[config.mk]
export PLATFORM = sky130hd
export DESIGN_NAME = nte_front
export DESIGN_NICKNAME = d
export VERILOG_FILES = /design/src/rtl/nbody_total_energy_unit_macros.svh /design/src/rtl/nte_pkg.sv /design/src/rtl/nte_front.sv
export SDC_FILE = /design/constraint.sdc
export NUM_CORES = 1
export LEC_CHECK = 0
export ABC_CLOCK_PERIOD_IN_PS = 3000
export BUFFER_PORTS_ARGS = -buffer_cell sky130_fd_sc_hd__buf_2
export CORE_AREA = 2 2 167 169
export DETAILED_ROUTE_END_ITERATION = 16
export DIE_AREA = 0 0 169 171
export GPL_TIMING_DRIVEN = 0
export PLACE_DENSITY = 0.43
export SLEW_MARGIN = 10
export SYNTH_ARGS = -nofsm -noshare
export SYNTH_HDL_FRONTEND = slang
export SYNTH_SLANG_ARGS = --single-unit
export TNS_END_PERCENT = 10
[constraint.sdc]
create_clock -name clk -period 3 [get_ports clk]
set_input_delay 0.3 -clock clk [delete_from_list [all_inputs] [get_ports clk]]
set_output_delay 0.3 -clock clk [all_outputs]
set_load 0.02 [all_outputs]
[src/rtl/nbody_total_energy_unit_macros.svh]
// assertion macros shared by the energy unit modules
// depends on nothing; included by files that carry assertions
`ifndef NBODY_TOTAL_ENERGY_UNIT_MACROS_SVH
`define NBODY_TOTAL_ENERGY_UNIT_MACROS_SVH

// implication checked on every edge outside reset
`define NTE_ASSERT_IMP(lbl, ante, cons) \
  lbl: assert property (@(posedge clk) disable iff (!rst_n) (ante) |-> (cons)) \
    else $error("nte check failed");

// next-cycle implication checked outside reset
`define NTE_ASSERT_NXT(lbl, ante, cons) \
  lbl: assert property (@(posedge clk) disable iff (!rst_n) (ante) |=> (cons)) \
    else $error("nte check failed");

`endif

[src/rtl/nte_pkg.sv]
// shared types and constants for the n-body energy unit
// no dependencies
`timescale 1ns / 1ps
package nte_pkg;
  localparam int unsigned NumBodies = 4;
  localparam int unsigned NumRegs = 4;
  localparam logic [1:0] RegMassZero  = 2'd0;
  localparam logic [1:0] RegMassOne   = 2'd1;
  localparam logic [1:0] RegMassTwo   = 2'd2;
  localparam logic [1:0] RegMassThree = 2'd3;
  localparam logic [63:0] I64Max = 64'h7FFF_FFFF_FFFF_FFFF;
  localparam logic [63:0] I64Min = 64'h8000_0000_0000_0000;

  typedef struct packed {
    logic signed [31:0] pos_x;
    logic signed [31:0] pos_y;
    logic signed [31:0] vel_x;
    logic signed [31:0] vel_y;
  } body_t;

  typedef struct packed {
    logic [63:0] energy;
    logic        overflow;
  } result_t;

  // front to back queue entry: a classified body with its slot
  typedef struct packed {
    logic [1:0]  slot;
    logic        last;
    logic [31:0] mass;
    body_t       body;
  } job_t;
endpackage

[src/rtl/nte_front.sv]
// front end: tags each body with its slot and the mass at arrival
// depends on nte_pkg
`timescale 1ns / 1ps
module nte_front import nte_pkg::*; (
  input  logic        clk,
  input  logic        rst_n,
  input  logic        in_valid,
  output logic        in_ready,
  input  body_t       in_body,
  input  logic [31:0] mass [NumBodies],
  output logic        q_valid,
  input  logic        q_ready,
  output job_t        q_job
);
  logic [1:0] slot_r, slot_nxt;
  logic       fire;

  assign in_ready = q_ready;
  assign q_valid  = in_valid;
  assign fire     = in_valid && q_ready;
  assign q_job.slot = slot_r;
  assign q_job.last = (slot_r == 2'd3);
  assign q_job.mass = mass[slot_r];
  assign q_job.body = in_body;
  assign slot_nxt = fire ? slot_r + 2'd1 : slot_r;

  always_ff @(posedge clk) begin
    if (!rst_n) slot_r <= '0;
    else slot_r <= slot_nxt;
  end
endmodule

### After elaboration in Yosys (flattened, before gate mapping)

Index checks and enable logic that the tools add are counted.

| word-level totals | value |
|---|---|
| register bits | 2 |
| output and inout port bits | 165 |
| bits of input ports | 260 |
| word-level logic and storage cells | 9 |

| cells by class | value |
|---|---|
| muxes and demuxes | 3 |
| add/subtract/negate cells | 1 |
| bitwise gates (word level) | 1 |
| equal/unequal tests | 1 |
| order comparisons | 1 |
| reductions and logical operators | 1 |

Operators by type and width:

| operator | number |
|---|---|
| binary-select mux 32 bit (select 2 bit) | 1 |
| 2-to-1 mux 32 bit | 2 |
| >= comparator 3 bit (second input constant) | 1 |
| NOT 2 -> 3 bit | 1 |
| adder 2 x 1 -> 2 bit (second input constant) | 1 |
| equality test 2 bit (second input constant) | 1 |
| logical AND 1 bit | 1 |

### Logic depth before layout (Yosys ltp)

| logic depth | value |
|---|---|
| depth in word-level cells | 4 |
| gate-level depth with buffers | 4 |
| gate-level depth less buffers | 3 |

### Least setup slack after synthesis

No wires, ideal clock.

| timing | value |
|---|---|
| path kind | register -> output |
| start point | reg slot_r[0] |
| end point | out q_job[143] (netlist name) |
| required time | 2.700 ns |
| arrival time | 1.366 ns |
| path buffers | 2 |
| stages on the path, launching flop included | 4 |
| slack | 1.334 ns |
| path through | dfxtp_1 > buf_6 > buf_8 > mux4_2 |

RTL lines:

| element | RTL line | source |
|---|---|---|
| start: declaration | nte_front.sv:15 | `logic [1:0] slot_r, slot_nxt;` |
| start signal: assignment | nte_front.sv:29 | `else slot_r <= slot_nxt;` |
| end: declaration | nte_front.sv:13 | `output job_t q_job` |

==> impl_results.md <==
* Outcome: completed
* Worst Hold Depth at 3
* Fin area at between 3000 and 4000 sq um
* Top reg by flops: slot_r
* Worst r2r src: slot_r[1]$_SDFFE_PN0P_
* Number of remaining DRC errors at 0
* Core area at about 27000 sq um
* Reg-to-reg endpoint: slot_r[1]$_SDFFE_PN0P_
* Syn Area/Cell at ~11 sq um
* IO buf count at 296
* Register area at about 40 sq um
* WL met1 at approximately 3600 um
* Clock transition at the registers of the reported paths at approximately 0.030 ns
* Worst-case hold slack at between 0.3 and 0.4 ns
* Post-DP HPWL at 9360 um
* Maximum vdd drop at 0.198 mV
* GPL Wtd Cong at between 0.7 and 0.8
* Flops & latches, synth at 2
* Met3 routed wirelength at roughly 1100 um
* Post-CTS setup buffer count at 0
* Maximum buffer depth of the clock tree at 2
* Die height at roughly 170 um
* Clock Power Share at between 20 and 25%
* Hold Crit Start: rst_n
* Cell area after synthesis at around 1900 sq um
* Drt first pass iters at 3
* Total power at ~880 uW
* Initial Util at under 10%
* Worst Setup Path Type: flip-flop to output port
* PnR worst setup slack at ~0.79 ns
* Ratio of cells with drive above 1 in the final layout at just under 100%
* Pwr dens at between 200 and 250 nW/um^2
* Post-route setup TNS at 0 ns
* Routed WL at between 10000 and 15000 um
* Sw power at approximately 350 uW
* Fmax achieved at about 450 MHz
* Max Slew Vio Count at 0
* Type of origin of the critical path: flip-flop
* Relative slew slack at 67.7%
* Max FFs per register at 2
* Crit path time final at 2.21 ns
* Sw Ratio at roughly 40%
* CTS Hold Buffers Added at 0
* Area taken by multi-input logic gates at around 790 sq um
* Final hold violation count at 0
* FF-to-FF path depth at 3
* Worst R2R Setup Slack at around 1.7 ns
* Worst-Margin Slew at slightly below 0.5 ns
* Top flop regs: slot_r: 2 flops
* Wire per inst at between 10 and 15 um
* Post-Syn Nets at between 400 and 500
* Ant. Diodes at 0
* Layout Nets at 742
* Pre-CTS setup slack at 0.885 ns
* Die X at 169 um
* Io pins at approximately 430
* Placed cell count at roughly 820
* Max Cap Viol at 0
* Largest net degree at the start of global routing at 11
* CTS tree: built
* Final Non-Filler Cells at 825
* Vias/cell at 2.87
* Yosys cell types at 15
* Area after DPL at about 3800 sq um
* Max FO, Critical Path at 10
* Total grt overflow at 0
* P&R area growth vs syn at 105%
* Crit end category: output port
* DR vias at roughly 2400
* Worst-skew pair later-pin latency at ~0.22 ns
* Clock H-tree levels at 1
* Sequential Power Share at 3.3%
* Worst EP arrival at 1.91 ns
* RSZ-0062 raised after global routing: no
* Clock buffer count from CTS at 3
* # fillers at just over 3000
* Die Area at approximately 29000 sq um
* DRT antenna net count at 0
* Rows at slightly above 60
* Internal at 529 uW
* First DRT Iteration DRCs at 19
* Combinational Power Share at about three quarters
* Final-report setup violation count at 0
* Post-Syn Instances at 180
* # clock sinks at 2
* Leakage dissipation at 2.10 nW
* Number of global-route vias before repair at 2198
* Final worst-path cycle share at approximately three quarters
* Top sig layer: met5
* DR WL met2 at between 5000 and 6000 um
* First-pass GRT wire length at around 13000 um
* Clock skew at 0.000193 ns
* Min-delay worst type: input port to flip-flop
* Total track usage at around 6%
* Synth Warn # at 0
* Required @ worst endpoint at ~2.7 ns
* Hold EP: slot_r[1]$_SDFFE_PN0P_
* PostCTS Resize Cnt at 0
* Initial antenna violation count at 1
* Sequential share of the synthesized area at 2.11%
* Final core occ at roughly 14%
* Root Buffer: clkbuf_16
## how the worst max path moves through the flow
stage | startpoint | end | slack, ns | depth (start not counted)
5_1_grt | slot_r[1]$_SDFFE_PN0P_ | q_job[146] | 0.61 | 4
3_3_place_gp | slot_r[1]$_SDFFE_PN0P_ | q_job[132] | 0.92 | 4
2_1_floorplan | slot_r[0]$_SDFFE_PN0P_ | q_job[143] | 1.33 | 3
6_report | slot_r[1]$_SDFFE_PN0P_ | q_job[150] | 0.79 | 4
3_5_place_dp | slot_r[1]$_SDFFE_PN0P_ | q_job[146] | 0.89 | 4
4_1_cts | slot_r[1]$_SDFFE_PN0P_ | q_job[146] | 0.66 | 4
## layout make-up
type / count / area share (%)
repair buffers: 296 / 38.1
plain buffers: 138 / 27.3
clock buffers: 3 / 1.93
well taps: 346 / 11.1
flip-flops and latches: 2 / 1.03
multi-input cells: 39 / 20.4
inverters: 1 / 0.0966
## power groups by stage
stage / sequential (mW) / combinational (mW) / clock [mW]
after floorplan: 0.0312 / 0.419 / 0
after global placement: 0.0297 / 0.657 / 0
after detailed placement: 0.0298 / 0.661 / 0
after CTS: 0.0295 / 0.662 / 0.203
after global routing: 0.0297 / 0.695 / 0.209
final: 0.0293 / 0.650 / 0.198
## placed cells by master, fill, tap and decap left out
master     netlist  final
clkbuf_16        0      3
ha_1             1      1
dfxtp_1          2      2
buf_12           2      2
mux4_1           4      4
a21oi_1          2      2
nand3b_1         1      1
buf_4          130    130
buf_6            1      1
clkbuf_1         1      1
a21bo_2          2      2
buf_8            1      1
nand3_1          1      1
inv_1            1      1
buf_2            3    299
mux4_2          28     28
## critical path: stages (launching register included)
cell and delay [ns]:
dfxtp_1 0.34, clkbuf_1 0.40, buf_2 0.38, mux4_2 0.37
buf_2 0.18
## kinds of logic (layout without fill, tap and decap cells)
family / Yosys count / count (layout) / share of synthesized area, %
flops: 2 / 2 / 2.11
mux: 32 / 32 / 38.8
simple gates: 2 / 2 / 0.660
compound gates: 4 / 4 / 1.58
fa+ha+maj: 1 / 1 / 0.660
buf+inv: 139 / 438 / 56.2
## layer usage
layer,up-vias,GRT usage [%]
li1,1109,-
met1,1033,6.48
met2,223,12.4
met3,2,1.25
met4,2,0.446
met5,-,0
## cell usage after synthesis
master,instances,area [sq um]
nand3_1,1,5.00
nand3b_1,1,7.51
buf_2,3,15.0
buf_4,130,976
ha_1,1,12.5
buf_8,1,15.0
buf_6,1,11.3
a21oi_1,2,10.0
inv_1,1,3.75
buf_12,2,40.0
mux4_1,4,105
dfxtp_1,2,40.0
mux4_2,28,631
clkbuf_1,1,3.75
a21bo_2,2,20.0
(Power assumes the default switching activity.)
