`src/rtl/nbody_total_energy_unit_macros.svh`:
```
// assertion macros shared by the energy unit modules
// depends on nothing; included by files that carry assertions
`ifndef NBODY_TOTAL_ENERGY_UNIT_MACROS_SVH
`define NBODY_TOTAL_ENERGY_UNIT_MACROS_SVH

// implication checked on every edge outside reset
`define NTE_ASSERT_IMP(lbl, ante, cons) \
  lbl: assert property (@(posedge clk) disable iff (!rst_n) (ante) |-> (cons)) \
    else $error("nte check failed");

// next-cycle implication checked outside reset
`define NTE_ASSERT_NXT(lbl, ante, cons) \
  lbl: assert property (@(posedge clk) disable iff (!rst_n) (ante) |=> (cons)) \
    else $error("nte check failed");

`endif

```
`src/rtl/nte_pkg.sv`:
```
// shared types and constants for the n-body energy unit
// no dependencies
`timescale 1ns / 1ps
package nte_pkg;
  localparam int unsigned NumBodies = 4;
  localparam int unsigned NumRegs = 4;
  localparam logic [1:0] RegMassZero  = 2'd0;
  localparam logic [1:0] RegMassOne   = 2'd1;
  localparam logic [1:0] RegMassTwo   = 2'd2;
  localparam logic [1:0] RegMassThree = 2'd3;
  localparam logic [63:0] I64Max = 64'h7FFF_FFFF_FFFF_FFFF;
  localparam logic [63:0] I64Min = 64'h8000_0000_0000_0000;

  typedef struct packed {
    logic signed [31:0] pos_x;
    logic signed [31:0] pos_y;
    logic signed [31:0] vel_x;
    logic signed [31:0] vel_y;
  } body_t;

  typedef struct packed {
    logic [63:0] energy;
    logic        overflow;
  } result_t;

  // front to back queue entry: a classified body with its slot
  typedef struct packed {
    logic [1:0]  slot;
    logic        last;
    logic [31:0] mass;
    body_t       body;
  } job_t;
endpackage

```
`src/rtl/nte_fifo.sv`:
```
// two-entry queue between front and back ends
// depends on nte_pkg
`timescale 1ns / 1ps
module nte_fifo import nte_pkg::*; (
  input  logic clk,
  input  logic rst_n,
  input  logic wr_valid,
  output logic wr_ready,
  input  job_t wr_data,
  output logic rd_valid,
  input  logic rd_ready,
  output job_t rd_data
);
  `include "nbody_total_energy_unit_macros.svh"
  job_t       mem_r [2];
  logic       wp_r, rp_r;
  logic [1:0] cnt_r, cnt_nxt;
  logic       wr, rd;

  assign wr_ready = (cnt_r != 2'd2);
  assign rd_valid = (cnt_r != 2'd0);
  assign rd_data  = mem_r[rp_r];
  assign wr = wr_valid && wr_ready;
  assign rd = rd_valid && rd_ready;
  assign cnt_nxt = cnt_r + {1'b0, wr} - {1'b0, rd};

  always_ff @(posedge clk) begin
    if (!rst_n) begin
      wp_r <= 1'b0; rp_r <= 1'b0; cnt_r <= '0;
    end else begin
      if (wr) wp_r <= ~wp_r;
      if (rd) rp_r <= ~rp_r;
      cnt_r <= cnt_nxt;
    end
  end
  always_ff @(posedge clk) begin
    if (wr) mem_r[wp_r] <= wr_data;
  end

  `NTE_ASSERT_IMP(a_cnt_range, 1'b1, cnt_r != 2'd3)
  `NTE_ASSERT_NXT(a_full_hold, (cnt_r == 2'd2) && !rd, cnt_r == 2'd2)
  `NTE_ASSERT_IMP(a_ptr_cnt, cnt_r == 2'd0 || cnt_r == 2'd2, wp_r == rp_r)
endmodule

```
`config.mk`:
```
export PLATFORM = sky130hd
export DESIGN_NAME = nte_fifo
export DESIGN_NICKNAME = d
export VERILOG_FILES = /design/src/rtl/nte_pkg.sv /design/src/rtl/nte_fifo.sv
export VERILOG_INCLUDE_DIRS = /design/src /design/src/rtl
export SDC_FILE = /design/constraint.sdc
export NUM_CORES = 1
export LEC_CHECK = 0
export BUFFER_PORTS_ARGS = -buffer_cell sky130_fd_sc_hd__clkbuf_2
export CORE_ASPECT_RATIO = 0.6
export CORE_UTILIZATION = 47
export DETAILED_ROUTE_END_ITERATION = 16
export PLACE_DENSITY = 0.77
export SLEW_MARGIN = 20
export SYNTH_ARGS = -nofsm -noshare
export SYNTH_HDL_FRONTEND = slang
export SYNTH_SLANG_ARGS = --single-unit
```
`constraint.sdc`:
```
create_clock -name clk -period 9.5 [get_ports clk]
set_clock_uncertainty 0.1 [all_clocks]
set_input_delay 1.425 -clock clk [delete_from_list [all_inputs] [get_ports clk]]
set_output_delay 1.425 -clock clk [all_outputs]
set_load 0.05 [all_outputs]
```
After elaboration in Yosys (flattened, before gate mapping)
Memories as Yosys holds them, arrays and structs flattened. A register that Yosys moved wholly into a read port is not among the register bits.
Index checks and enable logic that the tools add are counted.
{"block": "word_totals", "ff_bits": 4, "ramBits": 326, "output_inout_bits": 165, "mem_count": 1, "wordCells": 16}
{"block": "op_classes", "n_mux": 4, "reduce_logical": 3, "addsub": 2, "bitwise_logic": 2, "n_eq_ne": 1}
{"memory": "mem_r", "words": 2, "width": 163, "read_ports": 1, "rd_ports_with_merged_regs": 1, "write_ports": 1, "line": "nte_fifo.sv:15", "source": "job_t mem_r [2];"}
{"cell": "$mux W1", "n": 4}
{"cell": "$add A2 B1 Y2", "n": 1}
{"cell": "$logic_and A1 B1 Y1", "n": 2}
{"cell": "$ne A2 B2 Y1 const B", "n": 1}
{"cell": "$not A1 Y1", "n": 2}
{"cell": "$reduce_bool A2 Y1", "n": 1}
{"cell": "$sub A2 B1 Y2", "n": 1}

Logic depth before layout (Yosys ltp)
Gate-level depths: netlist of the first run.
{"block": "depth", "depth_word": 4, "mapped_depth": 8, "ltp_nobuf": 8}

Least setup slack after synthesis of the first run
OpenSTA, ideal clock, no wires.
{"block": "synth_path", "path_type": "in2reg", "startpoint": "input port wr_valid", "endpoint": "memory mem_r[0][0] in the netlist's numbering, enable pin", "arrival_ns": 8.308, "setup_slack_ns": 0.403, "required_ns": 8.711, "n_path_buf": 0, "cell_stages": 2, "path_cell_list": "nand2_1 -> nor2_1"}
{"block": "synth_between", "elab_chain_cells": 3}
{"element": "start, declared", "line": "nte_fifo.sv:7", "source": "input logic wr_valid,"}
{"element": "$logic_and A1 B1 Y1", "line": "nte_fifo.sv:23", "source": "assign wr = wr_valid && wr_ready;"}
{"element": "$mux W1", "line": "nte_fifo.sv:37", "source": "if (wr) mem_r[wp_r] <= wr_data;"}
{"element": "$mux W1 (not written as such)", "line": "nte_fifo.sv:37"}
{"element": "end, declared", "line": "nte_fifo.sv:15"}
No other way between the ends.

==> results of run 1 <==
worst min path at each step:
stage	startpoint	endpoint	slack [ns]	depth (start not counted)
3_3_place_gp	wp_r	wp_r	0.41	2
4_1_cts	rp_r	flop	0.45	2
3_5_place_dp	rp_r	flop	0.43	2
2_1_floorplan	wp_r	wp_r	0.35	2
5_1_grt	rp_r	flop	0.46	2
6_report	wp_r	wp_r	0.44	2
layout make-up:
class	instances	area, um2
clock inverter	19	151
tap	352	440
clock buffer	34	764
fill	1908	10300
sequential	331	9890
antenna	1	2.50
multi-input combinational	181	2240
inverter	1	3.75
timing repair buffer	337	1700
worst reg2reg max path: stages, from the launching register on:
cell and delay, ns:
dfxtp_1 0.38, nand2b_1 0.22, nand2_1 0.18, nor2_4 0.56, buf_4 0.83
state kept, by name, indices dropped and copies added (netlist names), named ones only:
name,flops
cnt_r,2
mem_r,326
wp_r,1
rp_r,1
cells in the final DEF (no fill, tap or decap), types with 2 or more instances in the layout:
| cell type | n |
|---|---|
| buf_4 | 6 |
| nor2b_1 | 2 |
| dfxtp_1 | 4 |
| clkinv_2 | 12 |
| clkbuf_1 | 3 |
| edfxtp_1 | 326 |
| clkinvlp_4 | 2 |
| nand2_1 | 2 |
| clkbuf_8 | 2 |
| bufinv_16 | 2 |
| mux2_2 | 93 |
| clkinv_1 | 2 |
| clkbuf_2 | 331 |
| nand2b_1 | 2 |
| ha_1 | 2 |
| mux2_4 | 70 |
| xnor2_1 | 3 |
| clkbuf_16 | 29 |
| and2_1 | 2 |
metal layers:
metal  wire length (um)  share of wire (%)
met4                373                1.6
met1               9590                 41
met2              11100                 47
met5                  0                  0
met3               2380                 10
stage by stage:
stage | utilization [%] | power, W
floorplan | - | 0.00326
global placement | 56.1 | 0.00352
detailed placement | 56.1 | 0.00354
CTS | 59.7 | 0.00468
global route | 59.7 | 0.00479
finish | 59.7 | 0.00463
cell families (layout without fill, tap and decap cells):
family	count (synthesis)	after routing	synth area share, %
xor+xnor	3	3	0.214
mux	164	164	17.2
flops	331	331	80.6
fa+ha+maj	2	2	0.204
simple gates	11	11	0.500
buf+inv	19	391	1.22
compound gates	1	1	0.0612
other cells	0	1	0
report_power, final:
part           internal [W]  switching, W
Clock              0.000630      0.000502
Combinational      0.000455       0.00113
Sequential          0.00184     0.0000766
Total               0.00292       0.00171
==> metrics.md, run 1 <==
| Metric | Value |
|---|---|
| Status | finished clean |
| CP cell instances | buf_4, mux2_2, clkbuf_2 |
| Post-CTS sizing | 0 |
| RePlAce Congestion | 0.708 |
| Fraction of layout cells with a size suffix above 1 | 61.1% |
| Placed insts | 1202 |
| CP peak stage delay | 0.85 ns |
| Die W | 211 um |
| GR peak layer | met2 |
| Unrepaired setup endpoints after global routing | false |
| FF-to-FF setup slack | 6.73 ns |
| # IOs | 332 |
| Hold Path Class | flop to flop |
| DRT antenna net count | 0 |
| Iter 0 DRT Violations | 265 |
| Critical Path AT | 3.02 ns |
| Yosys top cell by area | edfxtp_1 |
| DRC | 0 |
| Post-synth top area share | 79.8% |
| Die H | 127 um |
| Clock transition at path regs | 0.07 ns |
| Share of the yosys chip area belonging to registers | 80.6% |
| Worst-Skew Late Latency | 0.55 ns |
| Drt total wl | 23.4 mm |
| H-tree levels | 1 |
| Grt met2 use | 27.4% |
| Worst-Margin Slew | 0.990 ns |
| Yosys cell types | 18 |
| Synthesized cell area | 12300 um2 |
| GRT met1 Usage | 21.7% |
| FP Rows | 45 |
| Number of synthesis warnings | 0 |
| Clk buf depth | 3 |
| Startpoint types | flop |
| Main synth FF type | edfxtp_1 |
| RR Endpoint | mem_r[0][0] |
| Crit Path Class | flop to primary output |
| Syn_nets | 700 |
| Slew Limit Fails | 0 |
| Reg2reg start | cnt_r[0] |
| CP max stage cell | dfxtp_4 |
| CTS tree | yes |
| CTS buffer count | 29 |
| Wire length per cell | 18.7 um |
| GRT overflow | 0 |
| DR vias/cell | 4.85 |
| Crit path capture | rd_data[6] |
| Critical path fanouts, max | 59 |
| Maximum clock frequency | 0.220 GHz |
| Cell Pwr Density | 304 nW/um2 |
| Final nets | 1050 |
| Async SR Flop Fraction | 0% |
| Cells after synthesis | 531 |
| First-pass GRT wire length | 34.3 mm |
| Post-CTS Hold Fix Bufs | 0 |
| Setup TNS Final | 0 ns |
| CTS root buf | clkbuf_16 |
| Family with the most delay on the worst path | buffers and inverters |
| Hold Slack | 0.443 ns |
| Vias in the first global route | 6073 |
| Post-synth EDFFs | 326 |
| Most frequent cell after synthesis | edfxtp_1 |
| Pre-CTS WS | 5.52 ns |
| Period utilisation layout | 47.8% |
| Core box area | 25400 um2 |
| Initial Util | 48.2% |
| # clock sinks | 331 |
| Hold Fails Final Rpt | 0 |
| Setup violators final | 0 |
| Buf+Inv Stages, Crit Path | 2 |
| Top cells by area, synth | edfxtp_1, mux2_4, mux2_2 |
| Largest net degree at the start of global routing | 73 |
| Initial antenna violation count | 3 |
| Router iterations before antenna repair | 4 |
| FF+latch count, synth | 331 |
| Synth cell count leaders | edfxtp_1, mux2_2, mux2_4, buf_2, buf_6 |
| Die area | 26800 um2 |
| Final worst setup slack | 4.95 ns |
| Post-route cell area | 15200 um2 |
| Critical path depth | 3 |
| Total GRT Usage | 17.0% |
| Max transition margin | 34.0% |
| Post-CTS Setup Inserts | 0 |
| Synthesized area per cell | 23.1 um2 |
| Area Overhead vs Synth | 23.9% |
| Via count | 6090 |
| Req. time, crit path | 7.98 ns |
| Met3 Usage GRT | 6.88% |
| Buffers on Ports | 331 |
| Worst reg-to-reg path cell count | 4 |
| Final worst path period need | 4.55 ns |
| Pleak | 5.86 nW |
| Setup crit end kind | primary output |
| VDD IR max | 216 uV |
| Final HPWL DP | 15.9 mm |
| Max-Cap Viols | 0 |
| Post-place instance area | 14300 um2 |
| Final Non-Filler Cells | 1256 |
Note: power is estimated with default switching activity, not from simulation.
==> run 2, diff against run 1 <==
--- a/config.mk
+++ b/config.mk
@@ -6,6 +6,7 @@
 export SDC_FILE = /design/constraint.sdc
 export NUM_CORES = 1
 export LEC_CHECK = 0
+export ABC_AREA = 1
 export BUFFER_PORTS_ARGS = -buffer_cell sky130_fd_sc_hd__clkbuf_2
 export CORE_ASPECT_RATIO = 0.6
 export CORE_UTILIZATION = 47
==> constraint.sdc (replaced) <==
create_clock -name clk -period 3.7 [get_ports clk]
set_clock_uncertainty 0.1 [all_clocks]
set_input_delay 0.555 -clock clk [delete_from_list [all_inputs] [get_ports clk]]
set_output_delay 0.555 -clock clk [all_outputs]
set_load 0.05 [all_outputs]
==> run 2 against run 1 <==
Net effect:
- critical path depth is the same
- critical path type unchanged
- first-iteration DRC count grew 54%
- core utilization grew 0.95 points
- count of clock-buffer cells in the layout grew 2
- die area is essentially flat
- largest cell class unchanged
- design area grew 1.6%
- global-route usage grew 0.30 points
- clock power grew to 2.8 times the previous value
- sequential power grew to 2.6 times the previous value
- synthesized area is essentially flat
- wire length grew 0.94%
==> metrics.md, run 2 <==
| Metric | Value |
|---|---|
| Status | finished clean |
| Clock transition at path regs | 0.07 ns (about the same) |
| Synthesized area per cell | 22.6 um2 (-2.2%) |
| FP Rows | 45 (unchanged) |
| Largest family of logic cells by synthesized area | multiplexers |
| Max transition margin | 41.8% (+7.8 points) |
| Startpoint types | flop |
| Adder-cell share of the synthesized area | 0.204% (about the same) |
| Iter 0 DRT Violations | 409 (+54%) |
| Pre-CTS WS | 1.17 ns (-4.35 ns) |
| Unrepaired setup endpoints after global routing | false |
| Post-CTS Setup Inserts | 0 (unchanged) |
| Clk buf depth | 3 (unchanged) |
| Cell Pwr Density | 790 nW/um2 (+160%) |
| XOR/XNOR Fraction of Synth Area | 0% (-0.21 points) |
| Commonest non-fill, non-tap cell in the layout | clkbuf_2 |
| Post-synth top area share | 79.8% (about the same) |
| Mux cell area share after synthesis | 17.1% (-0.090 points) |
| FF+latch count, synth | 331 (unchanged) |
| Synth cell count leaders | edfxtp_1, mux2_2, mux2_4 |
| Seq pwr share | 40.3% (-1.1 points) |
| Max-Cap Viols | 0 (unchanged) |
| Fillers | 1867 (-2.1%) |
| CP max stage cell | dfxtp_4 |
| Synthesized cell area | 12300 um2 (about the same) |
| Setup TNS Final | 0 ns (unchanged) |
| Hold Fails Final Rpt | 0 (unchanged) |
| Setup crit end kind | primary output |
| Total GRT Usage | 17.3% (+0.30 points) |
| Final worst path period need | 2.96 ns |
| Share of the yosys chip area belonging to registers | 80.6% (about the same) |
| Area Overhead vs Synth | 25.8% |
| CTS tree | yes |
| Via count | 6238 (+2.4%) |
| H-tree levels | 1 (unchanged) |
| Drt total wl | 23.6 mm (+0.94%) |
| Fraction of layout cells with a size suffix above 1 | 60.4% (-0.76 points) |
| Final worst setup slack | 0.739 ns (-4.22 ns) |
| CTS buffer count | 29 (unchanged) |
| Complex-gate fraction of the synthesized area | 0.0815% (+0.020 points) |
| Largest net degree at the start of global routing | 84 (+15%) |
| Crit Path Class | flop to primary output |
| Storage cell area | 9890 um2 (unchanged) |
| Multi-input gate area in the final layout | 2230 um2 (-0.61%) |
| Die W | 211 um (about the same) |
| Final HPWL DP | 15.9 mm (-0.26%) |
| Critical Path AT | 2.31 ns (-0.71 ns) |
| Setup violators final | 0 (unchanged) |
| CP cell instances | buf_12, mux2_2, clkbuf_2 |
| Core box area | 25400 um2 (unchanged) |
| First-pass GRT wire length | 34.9 mm (+1.9%) |
| Post-place instance area | 14400 um2 (+1.0%) |
| Worst-Skew Late Latency | 0.56 ns (about the same) |
| Final Power | 0.0122 W (+160%) |
| Syn_nets | 712 (+1.7%) |
| VDD IR max | 537 uV (+150%) |
| DRC | 0 (unchanged) |
| Worst-Margin Slew | 0.871 ns (-0.118 ns) |
| Final nets | 1068 (+1.7%) |
| Area share of and/or/nand/nor cells after synthesis | 0.642% (+0.14 points) |
| Switching Fraction | 35.9% (-0.92 points) |
| Top cells by area, synth | edfxtp_1, mux2_4, mux2_2 |
| Final Non-Filler Cells | 1274 (+1.4%) |
| Yosys top cell by area | edfxtp_1 |
| Die H | 127 um (about the same) |
| CP peak stage delay | 0.74 ns (-0.11 ns) |
| RePlAce Congestion | 0.717 (+1.3%) |
| Initial Util | 48.2% (about the same) |
| # IOs | 332 (unchanged) |
| Hold path cells | 1 (-1) |
| Post-CTS sizing | 0 (unchanged) |
| Placed insts | 1220 (+1.5%) |
| Req. time, crit path | 3.04 ns (-4.94 ns) |
| Combinational share of power | 33.6% (-0.6 points) |
| Wire length per cell | 18.6 um (-0.48%) |
| Net Switching | 0.00439 W (+160%) |
| Die area | 26800 um2 (about the same) |
| Clock power share | 26.1% (+1.6 points) |
| Post-route cell area | 15400 um2 (+1.6%) |
| Most frequent cell after synthesis | edfxtp_1 |
| Number of synthesis warnings | 0 (unchanged) |
| Top reg by flops | mem_r |
| Async SR Flop Fraction | 0% (unchanged) |
| Critical path fanouts, max | 38 (-36%) |
| Highest-count cells in the layout ignoring fill and taps | clkbuf_2, edfxtp_1, mux2_2 |
| Buffers on Ports | 331 (unchanged) |
| Post-CTS Hold Fix Bufs | 0 (unchanged) |
| DR vias/cell | 4.90 (+0.98%) |
| DRT antenna net count | 0 (unchanged) |
| P_int | 0.00782 W (+170%) |
| Main synth FF type | edfxtp_1 |
| Maximum clock frequency | 0.338 GHz |
| Max reg flops | 326 (unchanged) |
| Worst reg-to-reg path cell count | 4 (unchanged) |
| Pleak | 5.98 nW (+2.1%) |
| Initial antenna violation count | 1 (-2) |
| Slew Limit Fails | 0 (unchanged) |
| Hold Path Class | input pin to flop |
| Cells after synthesis | 543 (+2.3%) |
| Period utilisation layout | 80.0% |
| Vias in the first global route | 6323 (+4.1%) |
| Router iterations before antenna repair | 4 (unchanged) |
| Post-synth EDFFs | 326 (unchanged) |
| Top flop regs | mem_r (326), cnt_r (2) |
| Yosys cell types | 12 (-6) |
| GRT overflow | 0 (unchanged) |
| # clock sinks | 331 (unchanged) |
| CTS root buf | clkbuf_16 |
run 2: worst max-delay path, delay by kind of cell, from the launching register on:
| family | cells | cell delay, ns |
|---|---|---|
| mux | 1 | 0.38 |
| buf+inv | 2 | 0.59 |
| flops | 1 | 0.74 |
run 2: kinds of logic after synthesis:
logic type                 after synthesis
buffers and inverters                   25
adders and majority gates                2
AOI/OAI and AO/OA                        2
DFF                                    331
muxes                                  163
and+or+nand+nor                         20
run 2: per-layer routing:
metal,global-route usage (%),wire length [um],vias to the layer above
li1,-,-,2868
met1,22.2,9760,3094
met2,27.2,11000,238
met3,7.18,2460,38
met4,4.56,459,0
met5,0,0,-
run 2: final cells by class:
class	instances	share of cell area, %
multi-input cells	187	14.4
flip-flops and latches	331	64.1
repair buffers	343	11.9
inverters	7	0.194
clock buffers	36	5.00
diodes	1	0.0162
clock inverters	17	1.56
well taps	352	2.85
run 2: final timing paths:
| check | start | endpoint | slack [ns] |
|---|---|---|---|
| worst max-delay path | flop | rd_data[37] | 0.74 |
| worst min-delay path | wr_data[56] | mem_r[1][56] | 0.08 |
| worst max register to register | cnt_r[1] | mem_r[1][143] | 1.31 |
| worst min register to register | rp_r | flop | 0.42 |
run 2: stage by stage:
stage / hold slack [ns] / utilization (%)
global placement: 0.383 / 56.7
global route: 0.0617 / 60.7
floorplan: 0.367 / -
detailed placement: 0.410 / 56.7
finish: 0.0825 / 60.7
CTS: 0.0556 / 60.7
run 2: power by group through the flow:
stage                     registers, W  logic [W]  clock network [W]
after detailed placement       0.00500    0.00413                  0
after CTS                      0.00493    0.00414            0.00326
after floorplan                0.00495    0.00330                  0
after global routing           0.00497    0.00429            0.00340
after global placement         0.00497    0.00411                  0
final                          0.00492    0.00410            0.00318
==> run 3, diff against run 2 <==
--- a/config.mk
+++ b/config.mk
@@ -6,7 +6,7 @@
 export SDC_FILE = /design/constraint.sdc
 export NUM_CORES = 1
 export LEC_CHECK = 0
-export ABC_AREA = 1
+export ABC_AREA = 0
 export BUFFER_PORTS_ARGS = -buffer_cell sky130_fd_sc_hd__clkbuf_2
 export CORE_ASPECT_RATIO = 0.6
 export CORE_UTILIZATION = 47
==> constraint.sdc (replaced) <==
create_clock -name clk -period 2.6 [get_ports clk]
set_clock_uncertainty 0.1 [all_clocks]
set_input_delay 0.39 -clock clk [delete_from_list [all_inputs] [get_ports clk]]
set_output_delay 0.39 -clock clk [all_outputs]
set_load 0.05 [all_outputs]
==> run 3 against run 2 <==
Net effect:
- final cell count increased by 12%
- global-route usage is 2.8 points higher
- sequential power rose by 40%
- core utilization rose by 6.2 points
- die area barely moved
- critical endpoint is now rd_data[0]
- count of clock-buffer cells in the layout decreased by 1
- wire length is 16% higher
==> metrics.md, run 3 (synthesis gave the netlist of run 1 again) <==
| Metric | Value |
|---|---|
| Hold Fails Final Rpt | 0 (unchanged) |
| Final worst setup slack | 0.0836 ns (-0.655 ns) |
| Combinational share of power | 36.7% (+3.1 points) |
| Final worst path period need | 2.52 ns |
| DRC | 0 (unchanged) |
| Reg2reg start | cnt_r[0] |
| Unrepaired setup endpoints after global routing | false |
| Hold Slack | 0.0523 ns (-0.0302 ns) |
| Largest net degree at the start of global routing | 72 (-14%) |
| Startpoint types | flop |
| H-tree levels | 1 (unchanged) |
| DRT antenna net count | 0 (unchanged) |
| Multi-input gate area in the final layout | 2260 um2 (+1.3%) |
| VDD IR max | 794 uV (+48%) |
| Area Overhead vs Synth | 38.7% |
| Total GRT Usage | 20.0% (+2.8 points) |
| Router iterations before antenna repair | 5 (+1) |
| Setup TNS Final | 0 ns (unchanged) |
| Initial antenna violation count | 1 (unchanged) |
| Core box area | 25400 um2 (unchanged) |
| Pleak | 6.60 nW (+10%) |
| Clock transition at path regs | 0.07 ns (about the same) |
| Die H | 127 um (about the same) |
| # IOs | 332 (unchanged) |
| DR vias/cell | 4.86 (-0.73%) |
| Pre-CTS WS | 0.663 ns (-0.507 ns) |
| Critical path fanouts, max | 71 (+87%) |
| Max transition margin | 63.9% (+22 points) |
| CTS buffer count | 29 (unchanged) |
| Clk buf depth | 3 (unchanged) |
| Maximum clock frequency | 0.397 GHz |
| Hold Path Class | input pin to flop |
| Max reg flops | 326 (unchanged) |
| Max-Cap Viols | 0 (unchanged) |
| Commonest non-fill, non-tap cell in the layout | clkbuf_2 |
| Hold path cells | 2 (+1) |
| Final Power | 0.0173 W (+42%) |
| Buffers on Ports | 331 (unchanged) |
| Top flop regs | mem_r (326), cnt_r (2) |
| Switching Fraction | 37.1% (+1.2 points) |
| P_int | 0.0109 W (+39%) |
| Fraction of layout cells with a size suffix above 1 | 51.7% (-8.7 points) |
| Worst reg-to-reg path cell count | 3 (-1) |
| Status | finished clean |
| Slew Limit Fails | 0 (unchanged) |
| Req. time, crit path | 2.11 ns (-0.93 ns) |
| RePlAce Congestion | 0.779 (+8.6%) |
| Worst-Skew Late Latency | 0.54 ns (-0.02 ns) |
| FP Rows | 45 (unchanged) |
| First-pass GRT wire length | 40.8 mm (+17%) |
| Net Switching | 0.00643 W (+47%) |
| Iter 0 DRT Violations | 436 (+6.6%) |
| Fillers | 1637 (-12%) |
| Die area | 26800 um2 (about the same) |
| # clock sinks | 331 (unchanged) |
| Seq pwr share | 39.8% (-0.5 points) |
| Worst-Margin Slew | 0.542 ns (-0.329 ns) |
| Clock power share | 23.6% (-2.5 points) |
| Drt total wl | 27.5 mm (+16%) |
| Crit Path Class | flop to primary output |
| Vias in the first global route | 7212 (+14%) |
| Wire length per cell | 19.3 um (+3.8%) |
| GRT overflow | 0 (unchanged) |
| Storage cell area | 9890 um2 (about the same) |
| Post-place instance area | 14500 um2 (+0.46%) |
| Cell Pwr Density | 1020 nW/um2 (+29%) |
| Critical Path AT | 2.03 ns (-0.28 ns) |
| CTS root buf | clkbuf_16 |
| Initial Util | 48.2% (about the same) |
| Setup crit end kind | primary output |
| CTS tree | yes |
| Period utilisation layout | 96.8% |
| Hold Path Origin | rst_n |
| Post-route cell area | 17000 um2 (+10%) |
| Post-CTS Setup Inserts | 0 (unchanged) |
| Final nets | 1224 (+15%) |
| Via count | 6951 (+11%) |
| Highest-count cells in the layout ignoring fill and taps | clkbuf_2, edfxtp_1, dlygate4sd3_1 |
| Setup violators final | 0 (unchanged) |
| Top reg by flops | mem_r |
| Die W | 211 um (about the same) |
| Final HPWL DP | 16.5 mm (+3.7%) |
run 3: changes by cell type in the layout (fill, tap and decap cells not counted), sizes merged, moves of 5 or more:
cell and delta:
inv -6, nor2 -7, dlygate4sd3 +163, buf +5, clkinv +7, nand2 -7
run 3: worst max-delay path, cell delays in order (launching register included):
cell	delay [ns]
dfxtp_4	0.37
buf_12	0.36
mux2_2	0.40
clkbuf_2	0.24
run 3: layout make-up:
cell class / instances / share of cell area (%)
multi-input combinational: 181 / 13.3
clock buffer: 35 / 4.40
tap: 352 / 2.59
inverter: 1 / 0.0221
antenna: 1 / 0.0147
clock inverter: 18 / 0.802
timing repair buffer: 511 / 20.7
sequential: 331 / 58.2
run 3: final timing paths:
check / endpoint / slack, ns
worst min register to register: wp_r / 0.43
worst max register to register: mem_r[1][74] / 0.81
worst max-delay path: rd_data[0] / 0.08
worst min-delay path: cnt_r[0] / 0.05
run 3: power by group through the flow:
stage	logic, W	clock network [W]	registers (W)
after global routing	0.00658	0.00436	0.00694
after global placement	0.00608	0	0.00696
after CTS	0.00634	0.00413	0.00688
final	0.00635	0.00408	0.00689
after floorplan	0.00482	0	0.00698
after detailed placement	0.00611	0	0.00699
run 3: routing by layer:
layer	share of wire, %	GRT usage [%]
met1	41	25.2
met2	49	34.7
met3	8.5	5.92
met4	1.5	4.01
met5	0	0
run 3: repair_timing:
item                      in CTS  in global routing
hold endpoints to repair     326                  0
hold buffers                 163                  0
gates resized for setup        0                  0
run 3: per-stage QoR:
stage | instances | util (%)
floorplan | 531 | -
global placement | 1213 | 56.9
detailed placement | 1213 | 56.9
CTS | 1429 | 66.8
global route | 1430 | 66.8
finish | 1430 | 66.8
